**config.mk**
```make
export PLATFORM = sky130hd
export DESIGN_NAME = turn_bit_chain_code_decoder_core
export DESIGN_NICKNAME = d
export VERILOG_FILES = /design/src/hw/rtl/tbcc_pkg.sv /design/src/hw/rtl/turn_bit_chain_code_decoder_core.sv /design/src/hw/rtl/tbcc_front.sv /design/src/hw/rtl/tbcc_back.sv
export SDC_FILE = /design/constraint.sdc
export NUM_CORES = 1
export LEC_CHECK = 0
export BUFFER_PORTS_ARGS = -buffer_cell sky130_fd_sc_hd__buf_2
export CORE_ASPECT_RATIO = 0.75
export CORE_MARGIN = 4
export CORE_UTILIZATION = 41
export CTS_BUF_LIST = sky130_fd_sc_hd__clkbuf_16
export DETAILED_ROUTE_END_ITERATION = 8
export PLACE_DENSITY_LB_ADDON = 0.08
export SYNTH_ARGS = -nofsm -noshare
export SYNTH_HDL_FRONTEND = slang
export SYNTH_SLANG_ARGS = --single-unit
```
**constraint.sdc**
```tcl
create_clock -name clk -period 8.6 [get_ports clk]
set_input_delay 1.29 -clock clk [delete_from_list [all_inputs] [get_ports clk]]
set_output_delay 1.29 -clock clk [all_outputs]
set_load 0.03 [all_outputs]
```
**src/hw/rtl/tbcc_pkg.sv**
```systemverilog
package tbcc_pkg;

    // Queue between the classifier and the walker
    localparam int QDEPTH    = 4;
    localparam int QPTR_BITS = 2;

    // Default internal coordinate width
    localparam int COORD_BITS_DEF = 16;

    // Item kinds on req_type
    localparam logic REQ_START = 1'b0;
    localparam logic REQ_DATA  = 1'b1;

    // Unit vectors per heading, 0 north, clockwise in 45 degree steps
    localparam logic signed [1:0] STEP_DX [8] = '{2'sd0, 2'sd1, 2'sd1, 2'sd1,
                                                  2'sd0, -2'sd1, -2'sd1, -2'sd1};
    localparam logic signed [1:0] STEP_DY [8] = '{2'sd1, 2'sd1, 2'sd0, -2'sd1,
                                                  -2'sd1, -2'sd1, 2'sd0, 2'sd1};

    // Classified word as it sits in the queue
    typedef struct packed {
        logic        is_start;
        logic        empty_rec;
        logic [7:0]  data;
        logic [15:0] sx;
        logic [15:0] sy;
        logic [2:0]  dir;
        logic [7:0]  step;
        logic [15:0] count;
    } tbcc_item_t;

    typedef enum logic [1:0] {
        BS_IDLE,
        BS_BITS,
        BS_FINAL
    } tbcc_bstate_t;

endpackage

```
**src/hw/rtl/turn_bit_chain_code_decoder_core.sv**
```systemverilog
// Channel   Direction  Handshake             Word
// --------  ---------  --------------------  ---------------------------------------------
// in        input      in_valid / in_stall   req_type, data_byte, start_x, start_y,
//                                            start_dir, step_len, bit_count
// out       output     out_valid / out_stall point_x, point_y, last_point
//
// A start word is taken by the walker in BS_IDLE; a data word is popped in BS_IDLE,
// its counted bits are walked in BS_BITS and the byte is closed in BS_FINAL. Data
// words with no open record are dropped.
// Reset is asynchronous, active low; it clears the queue, the walker and both
// vertex registers.
// out_stall backs up into the pending vertex, then the walker, then the
// 4-word queue; in_stall rises only when that queue is full.
module turn_bit_chain_code_decoder_core
    import tbcc_pkg::*;
#(
    parameter int COORD_BITS = COORD_BITS_DEF
)
(
    input  logic               clk,
    input  logic               rst_n,
    input  logic               in_valid,
    output logic               in_stall,
    input  logic               req_type,
    input  logic [7:0]         data_byte,
    input  logic signed [15:0] start_x,
    input  logic signed [15:0] start_y,
    input  logic [2:0]         start_dir,
    input  logic [7:0]         step_len,
    input  logic [15:0]        bit_count,
    output logic               out_valid,
    input  logic               out_stall,
    output logic signed [15:0] point_x,
    output logic signed [15:0] point_y,
    output logic               last_point
);

    // Classified words waiting for the walker
    logic       head_valid;
    tbcc_item_t head;
    logic       pop;

    // Front: accept, classify and queue words
    tbcc_front u_front (
        .clk        (clk),
        .rst_n      (rst_n),
        .in_valid   (in_valid),
        .in_stall   (in_stall),
        .req_type   (req_type),
        .data_byte  (data_byte),
        .start_x    (start_x),
        .start_y    (start_y),
        .start_dir  (start_dir),
        .step_len   (step_len),
        .bit_count  (bit_count),
        .head_valid (head_valid),
        .head       (head),
        .pop        (pop)
    );

    // Back: walk the turn bits one per cycle while out_stall allows, hold the newest vertex
    // until it is known whether it closes the record, then hand it to the output register
    tbcc_back #(
        .COORD_BITS (COORD_BITS)
    ) u_back (
        .clk        (clk),
        .rst_n      (rst_n),
        .head_valid (head_valid),
        .head       (head),
        .pop        (pop),
        .out_valid  (out_valid),
        .out_stall  (out_stall),
        .point_x    (point_x),
        .point_y    (point_y),
        .last_point (last_point)
    );

endmodule

```
**src/hw/rtl/tbcc_front.sv**
```systemverilog
module tbcc_front
    import tbcc_pkg::*;
(
    input  logic               clk,
    input  logic               rst_n,
    input  logic               in_valid,
    output logic               in_stall,
    input  logic               req_type,
    input  logic [7:0]         data_byte,
    input  logic signed [15:0] start_x,
    input  logic signed [15:0] start_y,
    input  logic [2:0]         start_dir,
    input  logic [7:0]         step_len,
    input  logic [15:0]        bit_count,
    output logic               head_valid,
    output tbcc_item_t         head,
    input  logic               pop
);

    tbcc_item_t             q_reg [QDEPTH];
    logic [QPTR_BITS-1:0]   wr_reg, wr_next;
    logic [QPTR_BITS-1:0]   rd_reg, rd_next;
    logic [QPTR_BITS:0]     cnt_reg, cnt_next;
    tbcc_item_t             item;
    logic                   push;
    logic                   do_pop;

    // Classify the incoming word
    always_comb
    begin
        item           = '0;
        item.is_start  = (req_type == REQ_START);
        item.empty_rec = (req_type == REQ_START) && (bit_count == 16'd0);
        item.data      = data_byte;
        item.sx        = start_x;
        item.sy        = start_y;
        item.dir       = start_dir;
        item.step      = step_len;
        item.count     = bit_count;
    end

    assign in_stall   = (cnt_reg == (QPTR_BITS+1)'(QDEPTH));
    assign push       = in_valid && !in_stall;
    assign head_valid = (cnt_reg != '0);
    assign do_pop     = pop && head_valid;
    assign head       = q_reg[rd_reg];

    always_comb
    begin
        wr_next  = push   ? wr_reg + 1'b1 : wr_reg;
        rd_next  = do_pop ? rd_reg + 1'b1 : rd_reg;
        cnt_next = cnt_reg;
        if (push && !do_pop)
        begin
            cnt_next = cnt_reg + 1'b1;
        end
        else if (!push && do_pop)
        begin
            cnt_next = cnt_reg - 1'b1;
        end
    end

    always_ff @(posedge clk or negedge rst_n)
    begin
        if (!rst_n)
        begin
            wr_reg  <= '0;
            rd_reg  <= '0;
            cnt_reg <= '0;
        end
        else
        begin
            wr_reg  <= wr_next;
            rd_reg  <= rd_next;
            cnt_reg <= cnt_next;
        end
    end

    always_ff @(posedge clk)
    begin
        if (push)
        begin
            q_reg[wr_reg] <= item;
        end
    end

endmodule

```
**src/hw/rtl/tbcc_back.sv**
```systemverilog
module tbcc_back
    import tbcc_pkg::*;
#(
    parameter int COORD_BITS = COORD_BITS_DEF
)
(
    input  logic               clk,
    input  logic               rst_n,
    input  logic               head_valid,
    input  tbcc_item_t         head,
    output logic               pop,
    output logic               out_valid,
    input  logic               out_stall,
    output logic signed [15:0] point_x,
    output logic signed [15:0] point_y,
    output logic               last_point
);

    localparam int CB = COORD_BITS;
    localparam int W  = ((CB > 16) ? CB : 16) + 2;
    localparam logic signed [W-1:0] CHI = {{(W-CB+1){1'b0}}, {(CB-1){1'b1}}};
    localparam logic signed [W-1:0] CLO = {{(W-CB+1){1'b1}}, {(CB-1){1'b0}}};

    function automatic logic signed [CB-1:0] sat_c(input logic signed [W-1:0] v);
        logic signed [W-1:0] r;
        r = v;
        if (v > CHI)
        begin
            r = CHI;
        end
        else if (v < CLO)
        begin
            r = CLO;
        end
        return r[CB-1:0];
    endfunction

    function automatic logic signed [W-1:0] ext_c(input logic signed [CB-1:0] v);
        return {{(W-CB){v[CB-1]}}, v};
    endfunction

    function automatic logic [15:0] low16(input logic signed [CB-1:0] v);
        logic [W-1:0] t;
        t = ext_c(v);
        return t[15:0];
    endfunction

    function automatic logic signed [W-1:0] move(input logic signed [CB-1:0] p,
                                                 input logic signed [1:0]   d,
                                                 input logic [7:0]          s);
        logic signed [W-1:0] pw;
        logic signed [W-1:0] sw;
        logic signed [W-1:0] r;
        pw = ext_c(p);
        sw = {{(W-8){1'b0}}, s};
        r  = pw;
        if (d == 2'sd1)
        begin
            r = pw + sw;
        end
        else if (d == -2'sd1)
        begin
            r = pw - sw;
        end
        return r;
    endfunction

    // Walker state
    tbcc_bstate_t          state_reg, state_next;
    logic signed [CB-1:0]  pos_x_reg, pos_x_next;
    logic signed [CB-1:0]  pos_y_reg, pos_y_next;
    logic signed [CB-1:0]  emit_x_reg, emit_x_next;
    logic signed [CB-1:0]  emit_y_reg, emit_y_next;
    logic [2:0]            head_reg, head_next;
    logic [2:0]            lhead_reg, lhead_next;
    logic [15:0]           left_reg, left_next;
    logic [7:0]            step_reg, step_next;
    logic [7:0]            byte_reg, byte_next;
    logic [2:0]            idx_reg, idx_next;
    logic                  vbyte_reg, vbyte_next;

    // Pending vertex: may still take the last mark
    logic                  pv_reg, pv_next;
    logic                  prdy_reg, prdy_next;
    logic [15:0]           px_reg, px_next;
    logic [15:0]           py_reg, py_next;
    logic                  pl_reg, pl_next;

    // Output register
    logic                  ov_reg, ov_next;
    logic [15:0]           ox_reg, ox_next;
    logic [15:0]           oy_reg, oy_next;
    logic                  ol_reg, ol_next;

    // Vertex request of this cycle
    logic                  vreq;
    logic [15:0]           vx, vy;
    logic                  vl, vrdy;
    logic                  mark_last, mark_rdy;

    logic signed [CB-1:0]  nx, ny;
    logic signed [CB-1:0]  sx, sy;
    logic                  cur_bit;
    logic                  turn_emit;
    logic                  out_free, pend_move, slot_ok, advance;

    assign nx        = sat_c(move(pos_x_reg, STEP_DX[head_reg], step_reg));
    assign ny        = sat_c(move(pos_y_reg, STEP_DY[head_reg], step_reg));
    assign sx        = sat_c({{(W-16){head.sx[15]}}, head.sx});
    assign sy        = sat_c({{(W-16){head.sy[15]}}, head.sy});
    assign cur_bit   = byte_reg[idx_reg];
    assign turn_emit = cur_bit && (head_reg != lhead_reg);

    always_comb
    begin
        vreq      = 1'b0;
        vx        = low16(pos_x_reg);
        vy        = low16(pos_y_reg);
        vl        = 1'b0;
        vrdy      = 1'b0;
        mark_last = 1'b0;
        mark_rdy  = 1'b0;
        case (state_reg)
            BS_IDLE:
            begin
                if (head_valid && head.is_start)
                begin
                    vreq = 1'b1;
                    vx   = low16(sx);
                    vy   = low16(sy);
                    vl   = head.empty_rec;
                    vrdy = 1'b1;
                end
            end
            BS_BITS:
            begin
                if (turn_emit)
                begin
                    vreq = 1'b1;
                    vx   = low16(nx);
                    vy   = low16(ny);
                end
            end
            BS_FINAL:
            begin
                mark_rdy = 1'b1;
                if (left_reg == 16'd0)
                begin
                    if ((pos_x_reg != emit_x_reg) || (pos_y_reg != emit_y_reg) || !vbyte_reg)
                    begin
                        vreq = 1'b1;
                        vl   = 1'b1;
                        vrdy = 1'b1;
                    end
                    else
                    begin
                        mark_last = 1'b1;
                    end
                end
            end
            default:
            begin
                vreq = 1'b0;
            end
        endcase
    end

    assign out_free  = !ov_reg || !out_stall;
    assign pend_move = pv_reg && (prdy_reg || vreq) && out_free;
    assign slot_ok   = !pv_reg || pend_move;
    assign advance   = !vreq || slot_ok;

    // Next state
    always_comb
    begin
        state_next = state_reg;
        case (state_reg)
            BS_IDLE:
            begin
                if (head_valid && !head.is_start && (left_reg != 16'd0))
                begin
                    state_next = BS_BITS;
                end
            end
            BS_BITS:
            begin
                if (advance && ((idx_reg == 3'd0) || (left_reg == 16'd1)))
                begin
                    state_next = BS_FINAL;
                end
            end
            BS_FINAL:
            begin
                if (advance)
                begin
                    state_next = BS_IDLE;
                end
            end
            default:
            begin
                state_next = BS_IDLE;
            end
        endcase
    end

    // Walker datapath and queue pop
    always_comb
    begin
        pop         = 1'b0;
        pos_x_next  = pos_x_reg;
        pos_y_next  = pos_y_reg;
        emit_x_next = emit_x_reg;
        emit_y_next = emit_y_reg;
        head_next   = head_reg;
        lhead_next  = lhead_reg;
        left_next   = left_reg;
        step_next   = step_reg;
        byte_next   = byte_reg;
        idx_next    = idx_reg;
        vbyte_next  = vbyte_reg;
        case (state_reg)
            BS_IDLE:
            begin
                if (head_valid && head.is_start)
                begin
                    if (advance)
                    begin
                        pop         = 1'b1;
                        pos_x_next  = sx;
                        pos_y_next  = sy;
                        emit_x_next = sx;
                        emit_y_next = sy;
                        head_next   = head.dir;
                        lhead_next  = head.dir;
                        step_next   = head.step;
                        left_next   = head.count;
                    end
                end
                else if (head_valid)
                begin
                    // Pop data words; a byte is walked only when a record is open, else it is dropped
                    pop        = 1'b1;
                    byte_next  = head.data;
                    idx_next   = 3'd7;
                    vbyte_next = 1'b0;
                end
            end
            BS_BITS:
            begin
                if (advance)
                begin
                    pos_x_next = nx;
                    pos_y_next = ny;
                    left_next  = left_reg - 16'd1;
                    idx_next   = idx_reg - 3'd1;
                    if (cur_bit)
                    begin
                        if (turn_emit)
                        begin
                            emit_x_next = nx;
                            emit_y_next = ny;
                            lhead_next  = head_reg;
                            vbyte_next  = 1'b1;
                        end
                        // Odd bit positions turn counter-clockwise
                        head_next = idx_reg[0] ? head_reg - 3'd1 : head_reg + 3'd1;
                    end
                end
            end
            BS_FINAL:
            begin
                if (advance && vreq)
                begin
                    emit_x_next = pos_x_reg;
                    emit_y_next = pos_y_reg;
                end
            end
            default:
            begin
                pop = 1'b0;
            end
        endcase
    end

    // Pending slot and output register
    always_comb
    begin
        pv_next   = pv_reg;
        prdy_next = prdy_reg;
        px_next   = px_reg;
        py_next   = py_reg;
        pl_next   = pl_reg;
        ov_next   = ov_reg;
        ox_next   = ox_reg;
        oy_next   = oy_reg;
        ol_next   = ol_reg;
        if (out_free)
        begin
            ov_next = pend_move;
            ox_next = px_reg;
            oy_next = py_reg;
            ol_next = pl_reg;
        end
        if (pend_move)
        begin
            pv_next = 1'b0;
        end
        if (advance && mark_rdy)
        begin
            prdy_next = 1'b1;
        end
        if (advance && mark_last)
        begin
            pl_next = 1'b1;
        end
        if (vreq && advance)
        begin
            pv_next   = 1'b1;
            prdy_next = vrdy;
            px_next   = vx;
            py_next   = vy;
            pl_next   = vl;
        end
    end

    always_ff @(posedge clk or negedge rst_n)
    begin
        if (!rst_n)
        begin
            state_reg  <= BS_IDLE;
            pos_x_reg  <= '0;
            pos_y_reg  <= '0;
            emit_x_reg <= '0;
            emit_y_reg <= '0;
            head_reg   <= '0;
            lhead_reg  <= '0;
            left_reg   <= '0;
            step_reg   <= '0;
            idx_reg    <= '0;
            vbyte_reg  <= 1'b0;
            pv_reg     <= 1'b0;
            prdy_reg   <= 1'b0;
            ov_reg     <= 1'b0;
        end
        else
        begin
            state_reg  <= state_next;
            pos_x_reg  <= pos_x_next;
            pos_y_reg  <= pos_y_next;
            emit_x_reg <= emit_x_next;
            emit_y_reg <= emit_y_next;
            head_reg   <= head_next;
            lhead_reg  <= lhead_next;
            left_reg   <= left_next;
            step_reg   <= step_next;
            idx_reg    <= idx_next;
            vbyte_reg  <= vbyte_next;
            pv_reg     <= pv_next;
            prdy_reg   <= prdy_next;
            ov_reg     <= ov_next;
        end
    end

    always_ff @(posedge clk)
    begin
        byte_reg <= byte_next;
        px_reg   <= px_next;
        py_reg   <= py_next;
        pl_reg   <= pl_next;
        ox_reg   <= ox_next;
        oy_reg   <= oy_next;
        ol_reg   <= ol_next;
    end

    assign out_valid  = ov_reg;
    assign point_x    = ox_reg;
    assign point_y    = oy_reg;
    assign last_point = ol_reg;

endmodule
```
==> results.sh <==
export IMPL_max_stage_delay_ns=0.72
export IMPL_largest_reg_flops=276
export IMPL_worstSetupStartpointType="register"
export IMPL_cts_buffers=49
export IMPL_ys_seq_area_frac=0.5953
export IMPL_grt_pass1_vias=14230
export IMPL_slowest_stage="a211oi_2"
export IMPL_hp_start="u_back.py_reg[15]"
export IMPL_row_count=73
export IMPL_die_h_um=209.9
export IMPL_synth_async_reset_ratio=0.2391
export IMPL_cts_max_level=2
export IMPL_first_pass_iters=8
export IMPL_grt_usage=0.2095
export IMPL_io_pins=107
export IMPL_root_buffer="clkbuf_16"
export IMPL_cp_required_ns=9.13
export IMPL_ctsResizeCount=0
export IMPL_r2r_start="u_back.pos_y_reg[0]"
export IMPL_ys_ff_latch=460
export IMPL_clk_latency_ns=0.60
export IMPL_setup_viol=0
export IMPL_reg2reg_to="u_back.emit_y_reg[4]"
export IMPL_hold_viol_final=0
export IMPL_r2r_slack_ns=4.12
export IMPL_final_period_utilization=0.5213
export IMPL_synthesis_area_um2=22280
export IMPL_path_clk_slew_ns=0.07
export IMPL_fillers=4792
export IMPL_fin_crit_ns=4.483
export IMPL_place_congestion=0.8905
export IMPL_postCtsHoldBufs=0
export IMPL_synth_ff_type="edfxtp_1"
export IMPL_synth_top_cells_by_area="edfxtp_1, dfrtp_1, mux4_2, nand2_1, ha_1"
export IMPL_path_max_fanout=9
export IMPL_grt_max_degree=105
export IMPL_grt_overflow=0
export IMPL_dieArea_um2=58170
export IMPL_antennaDiodeCount=0
export IMPL_ant_nets=0
export IMPL_end_kind="register"
export IMPL_synth_cell_types=91
export IMPL_vias=14877
export IMPL_area_sequential_um2=13270
export IMPL_r2r_cells=11
export IMPL_whs_endpoint="u_back.point_y[15]"
export IMPL_die_w_um=277.2
export IMPL_synth_largest_area_cell="edfxtp_1"
export IMPL_core_um2=53340
export IMPL_yosysWarnings=0
export IMPL_path_cells="ha_1 > fa_1 > nor2b_1 > o311a_1 > o41a_1 > a22oi_1 > nor4_1 > a211oi_2 > o21ai_0 > a311oi_1 > a21o_1"
export IMPL_antenna_found_initial=7
export IMPL_start_util=0.4177
export IMPL_routedWlPerCell_um=24.49
export IMPL_drv_slew=0
export IMPL_slew_headroom=0.1957
export IMPL_drt_iter0_drc=1683
export IMPL_rsz0062_at_grt="no"
export IMPL_synth_edf_count=350
export IMPL_routed_wl_um=62190
export IMPL_setup_tns_ns=0
export IMPL_worstSetupPathType="reg -> reg"
export IMPL_cap_violations=0
export IMPL_fin_worst_skew_ns=0.02537
export IMPL_crit_arrival_ns=5.01
export IMPL_portBuffers=106
export IMPL_status="finished clean"
export IMPL_drive_gt1_frac=0.1779
export IMPL_layout_commonest_cell="edfxtp_1"
export IMPL_area_growth_pct=12.41
export IMPL_viasPerCell=5.859
export IMPL_final_cell_mix="edfxtp_1, nand2_1, nor2_1, dfrtp_1, buf_2"
export IMPL_clkSinkCount=460
export IMPL_synth_area_per_cell_um2=12.97
export IMPL_worstHoldPathCells=0
export IMPL_dpl_hpwl_um=42340
export IMPL_synthCells=1718
export IMPL_cts_setup_buffers=0
export IMPL_clock_fmax_mhz=223.1
export IMPL_grt_first_pass_wirelength_um=92850
export IMPL_synth_top_cell_area_share=0.4718
export IMPL_cts_tree="done"
export IMPL_multi_input_area_um2=8399
export IMPL_critPathLaunch="u_back.pos_y_reg[0]"
export IMPL_drc_errors=0
export IMPL_synthesis_nets=1842
export IMPL_clockBufferDepth=3
export IMPL_fin_nets=1912
export IMPL_tightestPinTransition_ns=1.202
export IMPL_hp_class="reg -> reg"
[metal layers]
metal | GRT usage | up-vias | share of wire
met2 | 0.2754 | 522 | 0.39
met4 | 0.04759 | 10 | 0.018
li1 | - | 6747 | -
met3 | 0.05127 | 76 | 0.087
met5 | 0 | - | 0.00092
met1 | 0.3435 | 7522 | 0.50
[area by class of cell]
| class | instances | area share |
|---|---|---|
| Clock buffer | 49 | 0.04896 |
| Clock inverter | 41 | 0.01574 |
| Inverter | 52 | 0.007794 |
| Multi-Input combinational cell | 1101 | 0.3354 |
| Sequential cell | 460 | 0.5299 |
| Tap cell | 712 | 0.03557 |
| Timing Repair Buffer | 124 | 0.02668 |
[cell families after synthesis]
kind of cell | count (synthesis) | share of synthesized area
flip-flops | 460 | 0.5953
AND/OR/NAND/NOR | 462 | 0.1018
adder cells (fa/ha/maj) | 53 | 0.03167
AO/OA/AOI/OAI | 431 | 0.1353
XOR/XNOR | 59 | 0.02319
buffers and inverters | 157 | 0.02898
multiplexers | 96 | 0.08368
[synthesized netlist by cell type, drive strengths merged (8+ instances only)]
cell type / n
mux2i: 13
a31oi: 19
clkbuf: 74
and2: 10
or3: 15
a211oi: 19
and3: 11
o21ai: 93
nand4: 18
xnor2: 39
dfrtp: 110
a21o: 42
a22o: 11
buf: 31
or4: 8
a21oi: 80
o21a: 9
xor2: 20
nand3: 27
a311oi: 14
mux2: 12
nand2b: 19
nor4: 19
nor2b: 18
a221o: 11
mux4: 71
edfxtp: 350
nor2: 109
nor3: 27
ha: 46
inv: 52
a22oi: 35
nand2: 157
o211ai: 14
[worst max-delay path, delay by kind of cell (launching register included)]
kind,cells,cell delay [ns]
and+or+nand+nor,2,0.41
DFF,1,0.47
AOI/OAI and AO/OA,7,2.86
adders and majority gates,2,0.67
[worst max path at each step]
stage                           end  cells past startpoint
2_1_floorplan   u_front.q_reg[0][0]                      3
3_3_place_gp   u_back.emit_y_reg[9]                     11
3_5_place_dp   u_back.emit_y_reg[4]                     11
6_report       u_back.emit_y_reg[4]                     11
5_1_grt        u_back.emit_y_reg[2]                     11
4_1_cts        u_back.emit_y_reg[4]                     11
[stage by stage]
stage	cells	setup slack [ns]	util	instance area, um2	hold WS [ns]
floorplan	1718	4.881	-	22280	0.4003
global placement	2449	4.363	0.4391	23420	0.4004
detailed placement	2449	4.280	0.4391	23420	0.4045
CTS	2539	4.252	0.4695	25040	0.4191
global route	2539	3.910	0.4695	25040	0.4240
finish	2539	4.117	0.4695	25040	0.4175
Power is left out: the tool's default activity adds up to more than one toggle a clock period on the data nets, which glitch-free logic cannot reach.
